File: config.mk
export PLATFORM = sky130hd
export DESIGN_NAME = anchor_free_box_decode_filter_flat
export DESIGN_NICKNAME = d
export VERILOG_FILES = /design/src/rtl/afbd_pkg.sv /design/src/rtl/afbd_cell_if.sv /design/src/rtl/afbd_box_if.sv /design/src/rtl/anchor_free_box_decode_filter.sv /design/src/rtl/afbd_cfg.sv /design/src/rtl/afbd_decode.sv /design/src/rtl/afbd_clip.sv /design/src/flat_wrapper.sv
export SDC_FILE = /design/constraint.sdc
export NUM_CORES = 1
export LEC_CHECK = 0
export BUFFER_PORTS_ARGS = -buffer_cell sky130_fd_sc_hd__buf_2
export CAP_MARGIN = 25
export CORE_ASPECT_RATIO = 1.1
export CORE_MARGIN = 3
export CORE_UTILIZATION = 66
export DETAILED_ROUTE_END_ITERATION = 6
export HOLD_SLACK_MARGIN = 0.02
export PLACE_DENSITY = 0.88
export SETUP_SLACK_MARGIN = 0.02
export SLEW_MARGIN = 20
export SYNTH_ARGS = -nofsm -noshare
export SYNTH_HDL_FRONTEND = slang
export SYNTH_SLANG_ARGS = --single-unit
File: constraint.sdc
create_clock -name i_clk -period 24.1 [get_ports i_clk]
set_clock_uncertainty 0.2 [all_clocks]
set_input_delay 2.41 -clock i_clk [delete_from_list [all_inputs] [get_ports i_clk]]
set_output_delay 2.41 -clock i_clk [all_outputs]
set_load 0.02 [all_outputs]
File: src/rtl/afbd_pkg.sv
// afbd_pkg: types, widths, register codes and reset values for the
// anchor-free box decode filter. No dependencies.
`timescale 1ns / 1ps
`default_nettype none

package afbd_pkg;

    localparam int MAX_LEVELS     = 3;
    localparam int NUM_LEVELS_DEF = 3;

    localparam int LEVEL_W    = 2;
    localparam int CELL_W     = 10;
    localparam int LOGIT_W    = 16;
    localparam int DIST_W     = 16;
    localparam int COORD_W    = 16;
    localparam int SIZE_W     = 12;
    localparam int STRIDE_W   = 7;
    localparam int FRAC_W     = 4;
    localparam int PROD_W     = CELL_W + STRIDE_W;
    localparam int PX_W       = PROD_W + FRAC_W;
    localparam int EDGE_W     = PX_W + 2;
    localparam int CFG_IDX_W  = 3;
    localparam int CFG_DATA_W = 16;

    localparam logic signed [LOGIT_W-1:0] LOGIT_THR_RST = -16'sd281;
    localparam logic [COORD_W-1:0]        MIN_SIZE_RST  = 16'd64;
    localparam logic [SIZE_W-1:0]         MODEL_W_RST   = 12'd640;
    localparam logic [SIZE_W-1:0]         MODEL_H_RST   = 12'd640;
    localparam logic [MAX_LEVELS-1:0][STRIDE_W-1:0] STRIDE_RST = {7'd32, 7'd16, 7'd8};

    typedef enum logic [CFG_IDX_W-1:0] {
        CFG_LOGIT_THR = 3'd0,
        CFG_MIN_SIZE  = 3'd1,
        CFG_MODEL_W   = 3'd2,
        CFG_MODEL_H   = 3'd3,
        CFG_STRIDE0   = 3'd4,
        CFG_STRIDE1   = 3'd5,
        CFG_STRIDE2   = 3'd6
    } t_cfg_idx;

    typedef struct packed {
        logic [LEVEL_W-1:0]        level;
        logic [CELL_W-1:0]         cell_col;
        logic [CELL_W-1:0]         cell_row;
        logic signed [LOGIT_W-1:0] cell_logit;
        logic signed [DIST_W-1:0]  dist_left;
        logic signed [DIST_W-1:0]  dist_top;
        logic signed [DIST_W-1:0]  dist_right;
        logic signed [DIST_W-1:0]  dist_bottom;
    } t_cell;

    typedef struct packed {
        logic [COORD_W-1:0]        box_x1;
        logic [COORD_W-1:0]        box_y1;
        logic [COORD_W-1:0]        box_x2;
        logic [COORD_W-1:0]        box_y2;
        logic signed [LOGIT_W-1:0] box_logit;
    } t_box;

    typedef struct packed {
        logic signed [LOGIT_W-1:0]                logit_threshold;
        logic [COORD_W-1:0]                       min_box_size;
        logic [SIZE_W-1:0]                        model_width;
        logic [SIZE_W-1:0]                        model_height;
        logic [MAX_LEVELS-1:0][STRIDE_W-1:0]      stride;
    } t_cfg;

    typedef struct packed {
        logic                      valid;
        logic signed [EDGE_W-1:0]  x1;
        logic signed [EDGE_W-1:0]  y1;
        logic signed [EDGE_W-1:0]  x2;
        logic signed [EDGE_W-1:0]  y2;
        logic signed [LOGIT_W-1:0] logit;
    } t_edges;

endpackage

`default_nettype wire

File: src/rtl/afbd_cell_if.sv
// afbd_cell_if: valid/ready channel carrying one grid cell per transaction.
// Depends on afbd_pkg.
`timescale 1ns / 1ps
`default_nettype none

interface afbd_cell_if
    import afbd_pkg::*;
();
    logic  valid;
    logic  ready;
    t_cell data;

    modport source (output valid, output data, input ready);
    modport sink   (input valid, input data, output ready);
endinterface

`default_nettype wire

File: src/rtl/afbd_box_if.sv
// afbd_box_if: valid/ready channel carrying one decoded box per transaction.
// Depends on afbd_pkg.
`timescale 1ns / 1ps
`default_nettype none

interface afbd_box_if
    import afbd_pkg::*;
();
    logic valid;
    logic ready;
    t_box data;

    modport source (output valid, output data, input ready);
    modport sink   (input valid, input data, output ready);
endinterface

`default_nettype wire

File: src/rtl/anchor_free_box_decode_filter.sv
// Anchor-free box decode filter: one grid cell in, zero or one clamped box out per
// transaction, one cell per clock while not stalled. Two register stages: the first
// holds the raw edges (prior point from a 10x7 multiply plus the distances), the
// second the clamped box after the size test. Cells whose logit is below the
// threshold or whose level is out of range are dropped before the first stage;
// boxes not wider and taller than the minimum size are dropped before the second.
// Each stage advances when the next one is empty or being drained, so a stalled
// output only stops input once both stages are full. The user writes configuration
// through the plain write port only while the block is idle; this is not enforced.
// Depends on afbd_pkg, afbd_cell_if, afbd_box_if, afbd_cfg, afbd_decode, afbd_clip.
`timescale 1ns / 1ps
`default_nettype none

module anchor_free_box_decode_filter
    import afbd_pkg::*;
#(
    parameter int NUM_LEVELS = NUM_LEVELS_DEF
) (
    input  wire logic                  i_clk,
    input  wire logic                  i_rst_n,
    input  wire logic                  i_cfg_we,
    input  wire logic [CFG_IDX_W-1:0]  i_cfg_idx,
    input  wire logic [CFG_DATA_W-1:0] i_cfg_data,
    afbd_cell_if.sink                  i_cell,
    afbd_box_if.source                 o_box
);

    t_cfg   w_cfg;
    t_edges w_edges;
    logic   w_clip_ready;

    afbd_cfg #(
        .NUM_LEVELS (NUM_LEVELS)
    ) u_cfg (
        .i_clk      (i_clk),
        .i_rst_n    (i_rst_n),
        .i_cfg_we   (i_cfg_we),
        .i_cfg_idx  (i_cfg_idx),
        .i_cfg_data (i_cfg_data),
        .o_cfg      (w_cfg)
    );

    afbd_decode #(
        .NUM_LEVELS (NUM_LEVELS)
    ) u_decode (
        .i_clk        (i_clk),
        .i_rst_n      (i_rst_n),
        .i_cfg        (w_cfg),
        .i_cell       (i_cell),
        .i_next_ready (w_clip_ready),
        .o_edges      (w_edges)
    );

    afbd_clip u_clip (
        .i_clk   (i_clk),
        .i_rst_n (i_rst_n),
        .i_cfg   (w_cfg),
        .i_edges (w_edges),
        .o_ready (w_clip_ready),
        .o_box   (o_box)
    );

endmodule

`default_nettype wire

File: src/rtl/afbd_cfg.sv
// afbd_cfg: configuration register file written through the plain write port.
// Depends on afbd_pkg.
`timescale 1ns / 1ps
`default_nettype none

module afbd_cfg
    import afbd_pkg::*;
#(
    parameter int NUM_LEVELS = NUM_LEVELS_DEF
) (
    input  wire logic                  i_clk,
    input  wire logic                  i_rst_n,
    input  wire logic                  i_cfg_we,
    input  wire logic [CFG_IDX_W-1:0]  i_cfg_idx,
    input  wire logic [CFG_DATA_W-1:0] i_cfg_data,
    output t_cfg                       o_cfg
);

    logic signed [LOGIT_W-1:0] r_thr;
    logic [COORD_W-1:0]        r_min;
    logic [SIZE_W-1:0]         r_mw;
    logic [SIZE_W-1:0]         r_mh;
    logic                      w_stride_sel;
    logic [LEVEL_W-1:0]        w_stride_lvl;

    always_comb begin
        w_stride_sel = 1'b0;
        w_stride_lvl = '0;
        case (t_cfg_idx'(i_cfg_idx))
            CFG_STRIDE0: begin
                w_stride_sel = 1'b1;
                w_stride_lvl = LEVEL_W'(0);
            end
            CFG_STRIDE1: begin
                w_stride_sel = 1'b1;
                w_stride_lvl = LEVEL_W'(1);
            end
            CFG_STRIDE2: begin
                w_stride_sel = 1'b1;
                w_stride_lvl = LEVEL_W'(2);
            end
            default: begin
                w_stride_sel = 1'b0;
                w_stride_lvl = '0;
            end
        endcase
    end

    always_ff @(posedge i_clk) begin
        if (!i_rst_n) begin
            r_thr <= LOGIT_THR_RST;
            r_min <= MIN_SIZE_RST;
            r_mw  <= MODEL_W_RST;
            r_mh  <= MODEL_H_RST;
        end else if (i_cfg_we) begin
            case (t_cfg_idx'(i_cfg_idx))
                CFG_LOGIT_THR: r_thr <= $signed(i_cfg_data[LOGIT_W-1:0]);
                CFG_MIN_SIZE:  r_min <= i_cfg_data[COORD_W-1:0];
                CFG_MODEL_W:   r_mw  <= i_cfg_data[SIZE_W-1:0];
                CFG_MODEL_H:   r_mh  <= i_cfg_data[SIZE_W-1:0];
                default: ;
            endcase
        end
    end

    for (genvar g = 0; g < MAX_LEVELS; g++) begin : g_stride
        if (g < NUM_LEVELS) begin : g_reg
            logic [STRIDE_W-1:0] r_stride;
            always_ff @(posedge i_clk) begin
                if (!i_rst_n) begin
                    r_stride <= STRIDE_RST[g];
                end else if (i_cfg_we && w_stride_sel && w_stride_lvl == LEVEL_W'(g)) begin
                    r_stride <= i_cfg_data[STRIDE_W-1:0];
                end
            end
            assign o_cfg.stride[g] = r_stride;
        end else begin : g_none
            assign o_cfg.stride[g] = '0;
        end
    end

    assign o_cfg.logit_threshold = r_thr;
    assign o_cfg.min_box_size    = r_min;
    assign o_cfg.model_width     = r_mw;
    assign o_cfg.model_height    = r_mh;

endmodule

`default_nettype wire

File: src/rtl/afbd_decode.sv
// afbd_decode: threshold test, stride select, prior point and raw box edges,
// registered into the edge stage. Depends on afbd_pkg and afbd_cell_if.
`timescale 1ns / 1ps
`default_nettype none

module afbd_decode
    import afbd_pkg::*;
#(
    parameter int NUM_LEVELS = NUM_LEVELS_DEF
) (
    input  wire logic   i_clk,
    input  wire logic   i_rst_n,
    input  t_cfg        i_cfg,
    afbd_cell_if.sink   i_cell,
    input  wire logic   i_next_ready,
    output t_edges      o_edges
);

    logic                r_valid;
    t_edges              r_edges;
    t_edges              n_edges;
    logic [STRIDE_W-1:0] w_stride;
    logic                w_lvl_ok;
    logic [PROD_W-1:0]   w_px_cells;
    logic [PROD_W-1:0]   w_py_cells;
    logic [PX_W-1:0]     w_px;
    logic [PX_W-1:0]     w_py;
    logic                w_keep;
    logic                w_ready;

    always_comb begin
        w_stride = '0;
        w_lvl_ok = 1'b0;
        for (int i = 0; i < NUM_LEVELS; i++) begin
            if (i_cell.data.level == LEVEL_W'(i)) begin
                w_stride = i_cfg.stride[i];
                w_lvl_ok = 1'b1;
            end
        end
    end

    assign w_px_cells = PROD_W'(i_cell.data.cell_col) * PROD_W'(w_stride);
    assign w_py_cells = PROD_W'(i_cell.data.cell_row) * PROD_W'(w_stride);
    assign w_px       = {w_px_cells, {FRAC_W{1'b0}}};
    assign w_py       = {w_py_cells, {FRAC_W{1'b0}}};
    assign w_keep     = w_lvl_ok && (i_cell.data.cell_logit >= i_cfg.logit_threshold);

    always_comb begin
        n_edges.valid = i_cell.valid && w_keep;
        n_edges.x1    = $signed({2'b00, w_px}) - EDGE_W'(i_cell.data.dist_left);
        n_edges.y1    = $signed({2'b00, w_py}) - EDGE_W'(i_cell.data.dist_top);
        n_edges.x2    = $signed({2'b00, w_px}) + EDGE_W'(i_cell.data.dist_right);
        n_edges.y2    = $signed({2'b00, w_py}) + EDGE_W'(i_cell.data.dist_bottom);
        n_edges.logit = i_cell.data.cell_logit;
    end

    assign w_ready      = !r_valid || i_next_ready;
    assign i_cell.ready = w_ready;

    always_ff @(posedge i_clk) begin
        if (!i_rst_n) begin
            r_valid <= 1'b0;
        end else if (w_ready) begin
            r_valid <= n_edges.valid;
        end
    end

    always_ff @(posedge i_clk) begin
        if (w_ready && n_edges.valid) begin
            r_edges <= n_edges;
        end
    end

    always_comb begin
        o_edges       = r_edges;
        o_edges.valid = r_valid;
    end

endmodule

`default_nettype wire

File: src/rtl/afbd_clip.sv
// afbd_clip: clamps the raw edges to the model input, applies the minimum
// size test and holds the result register. Depends on afbd_pkg, afbd_box_if.
`timescale 1ns / 1ps
`default_nettype none

module afbd_clip
    import afbd_pkg::*;
(
    input  wire logic   i_clk,
    input  wire logic   i_rst_n,
    input  t_cfg        i_cfg,
    input  t_edges      i_edges,
    output logic        o_ready,
    afbd_box_if.source  o_box
);

    function automatic logic [COORD_W-1:0] clamp_edge(
        input logic signed [EDGE_W-1:0] v,
        input logic [COORD_W-1:0]       hi
    );
        logic [COORD_W-1:0] res;
        if (v < 0) begin
            res = '0;
        end else if (v > $signed({{(EDGE_W-COORD_W){1'b0}}, hi})) begin
            res = hi;
        end else begin
            res = v[COORD_W-1:0];
        end
        return res;
    endfunction

    logic [COORD_W-1:0]        w_xmax;
    logic [COORD_W-1:0]        w_ymax;
    t_box                      n_box;
    logic signed [COORD_W:0]   w_w;
    logic signed [COORD_W:0]   w_h;
    logic signed [COORD_W:0]   w_min;
    logic                      w_keep;
    logic                      r_valid;
    t_box                      r_box;

    assign w_xmax = {i_cfg.model_width, {FRAC_W{1'b0}}};
    assign w_ymax = {i_cfg.model_height, {FRAC_W{1'b0}}};

    always_comb begin
        n_box.box_x1    = clamp_edge(i_edges.x1, w_xmax);
        n_box.box_y1    = clamp_edge(i_edges.y1, w_ymax);
        n_box.box_x2    = clamp_edge(i_edges.x2, w_xmax);
        n_box.box_y2    = clamp_edge(i_edges.y2, w_ymax);
        n_box.box_logit = i_edges.logit;
    end

    assign w_w    = $signed({1'b0, n_box.box_x2}) - $signed({1'b0, n_box.box_x1});
    assign w_h    = $signed({1'b0, n_box.box_y2}) - $signed({1'b0, n_box.box_y1});
    assign w_min  = $signed({1'b0, i_cfg.min_box_size});
    assign w_keep = i_edges.valid && (w_w > w_min) && (w_h > w_min);

    assign o_ready = !r_valid || o_box.ready;

    always_ff @(posedge i_clk) begin
        if (!i_rst_n) begin
            r_valid <= 1'b0;
        end else if (o_ready) begin
            r_valid <= w_keep;
        end
    end

    always_ff @(posedge i_clk) begin
        if (o_ready && w_keep) begin
            r_box <= n_box;
        end
    end

    assign o_box.valid = r_valid;
    assign o_box.data  = r_box;

endmodule

`default_nettype wire

File: src/flat_wrapper.sv
// flat-port wrapper written by rule: the top's interface ports become plain ports
module anchor_free_box_decode_filter_flat import afbd_pkg::*;
#(
    parameter int NUM_LEVELS = NUM_LEVELS_DEF
)
  (i_clk, i_rst_n, i_cfg_we, i_cfg_idx, i_cfg_data, i_cell_valid, i_cell_data, i_cell_ready, o_box_valid, o_box_data, o_box_ready);
  afbd_cell_if i_cell_i ();
  afbd_box_if o_box_i ();
  input  wire logic i_clk;
  input  wire logic i_rst_n;
  input  wire logic i_cfg_we;
  input  wire logic [CFG_IDX_W-1:0] i_cfg_idx;
  input  wire logic [CFG_DATA_W-1:0] i_cfg_data;
  input wire logic [$bits(i_cell_i.valid)-1:0] i_cell_valid;
  input wire logic [$bits(i_cell_i.data)-1:0] i_cell_data;
  output wire logic [$bits(i_cell_i.ready)-1:0] i_cell_ready;
  output wire logic [$bits(o_box_i.valid)-1:0] o_box_valid;
  output wire logic [$bits(o_box_i.data)-1:0] o_box_data;
  input wire logic [$bits(o_box_i.ready)-1:0] o_box_ready;
  assign i_cell_i.valid = i_cell_valid;
  assign i_cell_i.data = i_cell_data;
  assign i_cell_ready = i_cell_i.ready;
  assign o_box_valid = o_box_i.valid;
  assign o_box_data = o_box_i.data;
  assign o_box_i.ready = o_box_ready;
  anchor_free_box_decode_filter #(.NUM_LEVELS(NUM_LEVELS)) u_core (.i_clk(i_clk), .i_rst_n(i_rst_n), .i_cfg_we(i_cfg_we), .i_cfg_idx(i_cfg_idx), .i_cfg_data(i_cfg_data), .i_cell(i_cell_i), .o_box(o_box_i));
endmodule
# Word level (Yosys, flattened, before mapping)
# Index checks and enable logic that the tools add are counted.
# totals
register_bits	267
input_bits	126
out_inout_bits	82
word_cells	86
# classes
addsub	6
mul	2
order_cmp	11
n_eq_ne	10
n_mux	16
n_reduce_logical	22
# op_table
operator	count
$mux 16	8
$gt 23x17->1	4
$lt 23x1->1 const B	4
$add 22x16->23	2
$sub 22x16->23	2
$gt 17x17->1	2
$mul 10x7->17	2
$sub 16x16->17	2
$mux 7	3
$ge 16x16->1	1
$logic_and 1x1->1	10
$eq 3x3->1 const B	3
$reduce_and 2->1	4
$eq 3x2->1 const B	2
$eq 2x1->1 const B	2
$eq 2x2->1 const B	2
$logic_not 2->1	2
$mux 1	4
$pmux 2 s2	1
$eq 3x1->1 const B	1
$logic_not 3->1	1
$reduce_or 3->1	1
$logic_not 1->1	2
$logic_or 1x1->1	2

# Depth between registers and ports, before layout
# depth
ltp_word	8
depth_mapped	30
ltp_nobuf	28

# By module
# From an unflattened synthesis, not the netlist that was laid out.
# unflattened
cells_unflattened	2234
area_unflattened_um2	21983.6
# by_module_without_submodules
module	n_inst	cells_each	area_each_um2	seq_area_each_um2
afbd_decode	1	1209	11877.6	3263.1
afbd_clip	1	734	7108.1	2422.3
afbd_cfg	1	291	2997.9	1541.5

# Worst setup path after synthesis
# OpenSTA, ideal clock, no wires.
# synth_path
path_type	register to register
startpoint	reg u_core.u_decode.r_edges (netlist bit u_core.u_decode.o_edges[21])
endpoint	reg u_core.u_clip.r_box (netlist bit u_core.u_clip.o_box.data[0]) (enable)
setup_ns	0.617
arrival_time_ns	10.653
path_slack_ns	12.630
path_stages_with_launch	28
path_buffers	1
synth_period_minus_slack_ns	11.470
cell_sequence	edfxtp_1 -> ha_1 -> nor2b_1 -> o21a_1 -> o21a_1 -> o21a_1 -> o21ai_1 -> a21oi_1 -> o21ai_1 -> buf_2 -> nand2_1 -> ha_1 -> fa_1 -> nand2b_1 -> a21boi_1 -> o21ai_1 -> a211oi_1 -> o21ai_1 -> a21boi_1 -> mux2i_1 -> nand2_1 -> ha_1 -> nand4_1 -> or3_1 -> o21ai_0 -> o31ai_1 -> a211o_1 -> nor3_1
# synth_via
elab_chain_len	7
elab_cells_between_ends	8
# synth_lines
item	line_no	text
from (decl)	afbd_decode.sv:20	t_edges r_edges;
from (signal assigned)	afbd_decode.sv:70	r_edges <= n_edges;
$gt 23x17->1	afbd_clip.sv:24	end else if (v > $signed({{(EDGE_W-COORD_W){1'b0}}, hi})) begin
$mux 16	afbd_clip.sv:24	
$mux 16 (*)	afbd_clip.sv:22	if (v < 0) begin
$sub 16x16->17 (*)	afbd_clip.sv:54	assign w_h = $signed({1'b0, n_box.box_y2}) - $signed({1'b0, n_box.box_y1});
$gt 17x17->1 (*)	afbd_clip.sv:56	assign w_keep = i_edges.valid && (w_w > w_min) && (w_h > w_min);
$logic_and 1x1->1 (*)	afbd_clip.sv:56	
$logic_and 1x1->1 (*)	afbd_clip.sv:69	if (o_ready && w_keep) begin
to (signal assigned)	afbd_clip.sv:70	r_box <= n_box;
to (decl)	afbd_clip.sv:40	t_box r_box;
# Mark *: on every way between the ends. The rest lies on a longest branch, timed or not.
# A chain may end at the register's enable or synchronous reset.

==> impl_results.md <==
- WP buf/inv: 4
- Die ar.: 0.0345 mm2
- Vias/cell: 6.08
- Drt initial violations: 1423
- Setup Slack @ Placement: 15.04 ns
- CP peak stage delay: 0.56 ns
- WL met2: 27200 um
- Top Metal Used: met5
- Total Routed Length: 55800 um
- Final min period: 8.62 ns
- Primary FF master, synth: edfxtp_1
- Worst Setup Path Type: in -> reg
- Max-slew violations: 0
- GPL Wtd Cong: 0.969
- Hold Crit Depth: 0
- CP endpoint kind: register
- Mapped Cells: 2275
- Layout cells sized above 1: 11.8%
- DR WL met3: 4050 um
- FF+latch count, synth: 267
- Library cells used by synthesis: 75
- Clk_lat worst skew: 0.58 ns
- # nets final: 2958
- Number of H-tree levels: 1
- Peak VDD IR: 43.5 uV
- Hold Crit Class: reg -> reg
- DRT met1 WL: 22000 um
- Via count: 17800
- Synthesized area: 0.0213 mm2
- Yosys warning total: 0
- Tcrit/Tclk final: 35.8%
- Commonest cells after routing, fill and taps aside: nand2_1, ha_1, inv_1
- Reg2Reg Depth: 21
- Max Fclk: 116 MHz
- Largest net degree at the start of global routing: 56
- Dpl cell area: 0.0228 mm2
- Worst-path clk slew: 0.06 ns
- Most common cell after layout, fill and taps aside: nand2_1
- Synth top area share: 26.5%
- Hold Fails Final Rpt: 0
- Final Power: 1350 uW
- Critical path arrival: 8.72 ns
- Status: complete, no violations
- First-pass GRT wire length: 89800 um
- CTS Buf Count: 28
- Startpoint types: input pin
- GR Util All Layers: 32.3%
- Clk buf depth: 3
- Post-Syn Nets: 2755
- Final ANT Viol Nets: 0
- Ys async rst share: 0%
- CTS tree: done
- Die width: 177 um
- Worst-path fanout max: 20
- Worst path depth: 26
- Fin worst setup slack: 15.48 ns
- Die Ht: 195 um
- Gr ovfl total: 0
- Initial Util: 67.4%
- Drt wl/cell: 19.1 um
- Post-DP HPWL: 43400 um
- Syn avg cell area: 9.38 um2
- Layout filler cell count: 2279
- Std cell rows: 68
- Final setup viols: 0
- Antenna violations before repair: 2
- Pre-antenna DRT Iters: 6
- Pleak: 0.0106 uW
- Synth top area cells: edfxtp_1, ha_1, fa_1
- Port Buf Inserts: 207
- P per Cell Area: 56.9 mW/mm2
- Post-CTS sizing: 0
- RSZ-0062 raised after global routing: false
- Ports: 208
- WP data required: 24.20 ns
- Post-route cell area: 0.0238 mm2
- Worst r2r src: u_core.u_decode.o_edges[107]
- Total setup buffers inserted after CTS: 0
- Final setup TNS: 0 ns
- Worst-Margin Slew: 0.983 ns
- Hold buffers post-CTS: 0
- Post-synth EDFFs: 188
- CP max stage cell: fa_1
- Post-route DRC violation count: 0
- Clock sinks: 267
- Core area: 0.0317 mm2
- Hold Crit Start: u_core.u_decode.o_edges[3]
- Clock Tree Root: clkbuf_16
- Final core utilization: 75.0%
- Worst relative slew slack: 33.8%
- Yosys top cell by area: edfxtp_1
- Max-Cap Viols: 0
- Vias in the first global route: 17800
- Crit-path leading delay family: adder cells
- CP startpoint: i_cell_data[101]
- Area Overhead vs Synth: 11.4%
- Sequential area share after synthesis: 33.9%
cells in the mapped netlist, types with 5 or more instances:
cell type and count:
a2111oi_0 5, nand4_1 19, ha_1 272, o211ai_1 27, nor3_1 42, a31o_1 5
inv_1 240, nand3_1 64, nand2b_1 35, clkbuf_1 44, edfxtp_1 188, a21oi_1 170
a21o_1 58, and2_1 57, fa_1 82, xnor2_1 91, nor2b_1 35, xor2_1 22
o31a_1 5, a31oi_1 9, nor4_1 14, o21ai_1 44, o31ai_1 11, mux2i_1 30
o21ai_0 32, nor2_1 102, and3_1 28, mux2_1 16, a211oi_1 12, or4_1 5
o21bai_1 13, dfxtp_1 79, or3_1 10, nand2_1 302, o21a_1 27
per-stage QoR:
| step | std cells | hold WS [ns] |
|---|---|---|
| 2_1_floorplan | 2275 | 0.200 |
| 3_3_place_gp | 2867 | 0.201 |
| 3_5_place_dp | 2867 | 0.206 |
| 4_1_cts | 2918 | 0.220 |
| 5_1_grt | 2919 | 0.224 |
| 6_report | 2920 | 0.221 |
per-layer routing:
layer,up-vias,track usage (%)
li1,8391,-
met1,8433,41.5
met2,752,54.9
met3,172,4.12
met4,2,13.5
met5,-,0
flip-flops by register name, indices dropped and copies added, names as in the netlist:
register	flops
u_core.u_cfg.r_min	16
u_core.u_clip.o_box.data	80
u_core.u_cfg.r_mw	12
u_core.u_decode.r_valid	1
u_core.u_cfg.r_mh	12
u_core.u_cfg.g_stride.g_reg.r_stride	21
u_core.u_cfg.r_thr	16
u_core.u_decode.o_edges	108
u_core.u_clip.o_box.valid	1
cell families (layout without fill, tap and decap cells):
logic type	Yosys count	count (layout)	synth area share, %
compound gates	465	465	13.9
xor+xnor	113	113	4.64
mux	46	46	2.25
flops	267	267	33.9
other cells	0	1	0
simple gates	736	736	16.5
fa+ha+maj	354	354	23.7
buf+inv	294	518	5.23
path summary, 6_finish.rpt:
check                           slack (ns)                           end
worst min register to register        0.22   u_core.u_clip.o_box.data[3]
worst min-delay path                  0.22   u_core.u_clip.o_box.data[3]
worst max register to register       16.62  u_core.u_clip.o_box.data[44]
worst max-delay path                 15.48   u_core.u_decode.o_edges[61]
final cells by class:
cell class                      count  area (um2)  share of cell area (%)
Tap cell                          420         526                    2.21
Multi-Input combinational cell   1714       13000                    54.8
Timing Repair Buffer              224        1160                    4.90
Antenna cell                        1        2.50                  0.0105
Clock buffer                       38         801                    3.37
Inverter                          243         912                    3.84
Clock inverter                     13         109                   0.458
Sequential cell                   267        7230                    30.4
where the power goes:
group          switching, uW  total (uW)  internal, uW
registers               16.2         544           527
clock network            182         427           244
logic                    222         380           158
No activity file was read; power rests on OpenSTA's default activity.
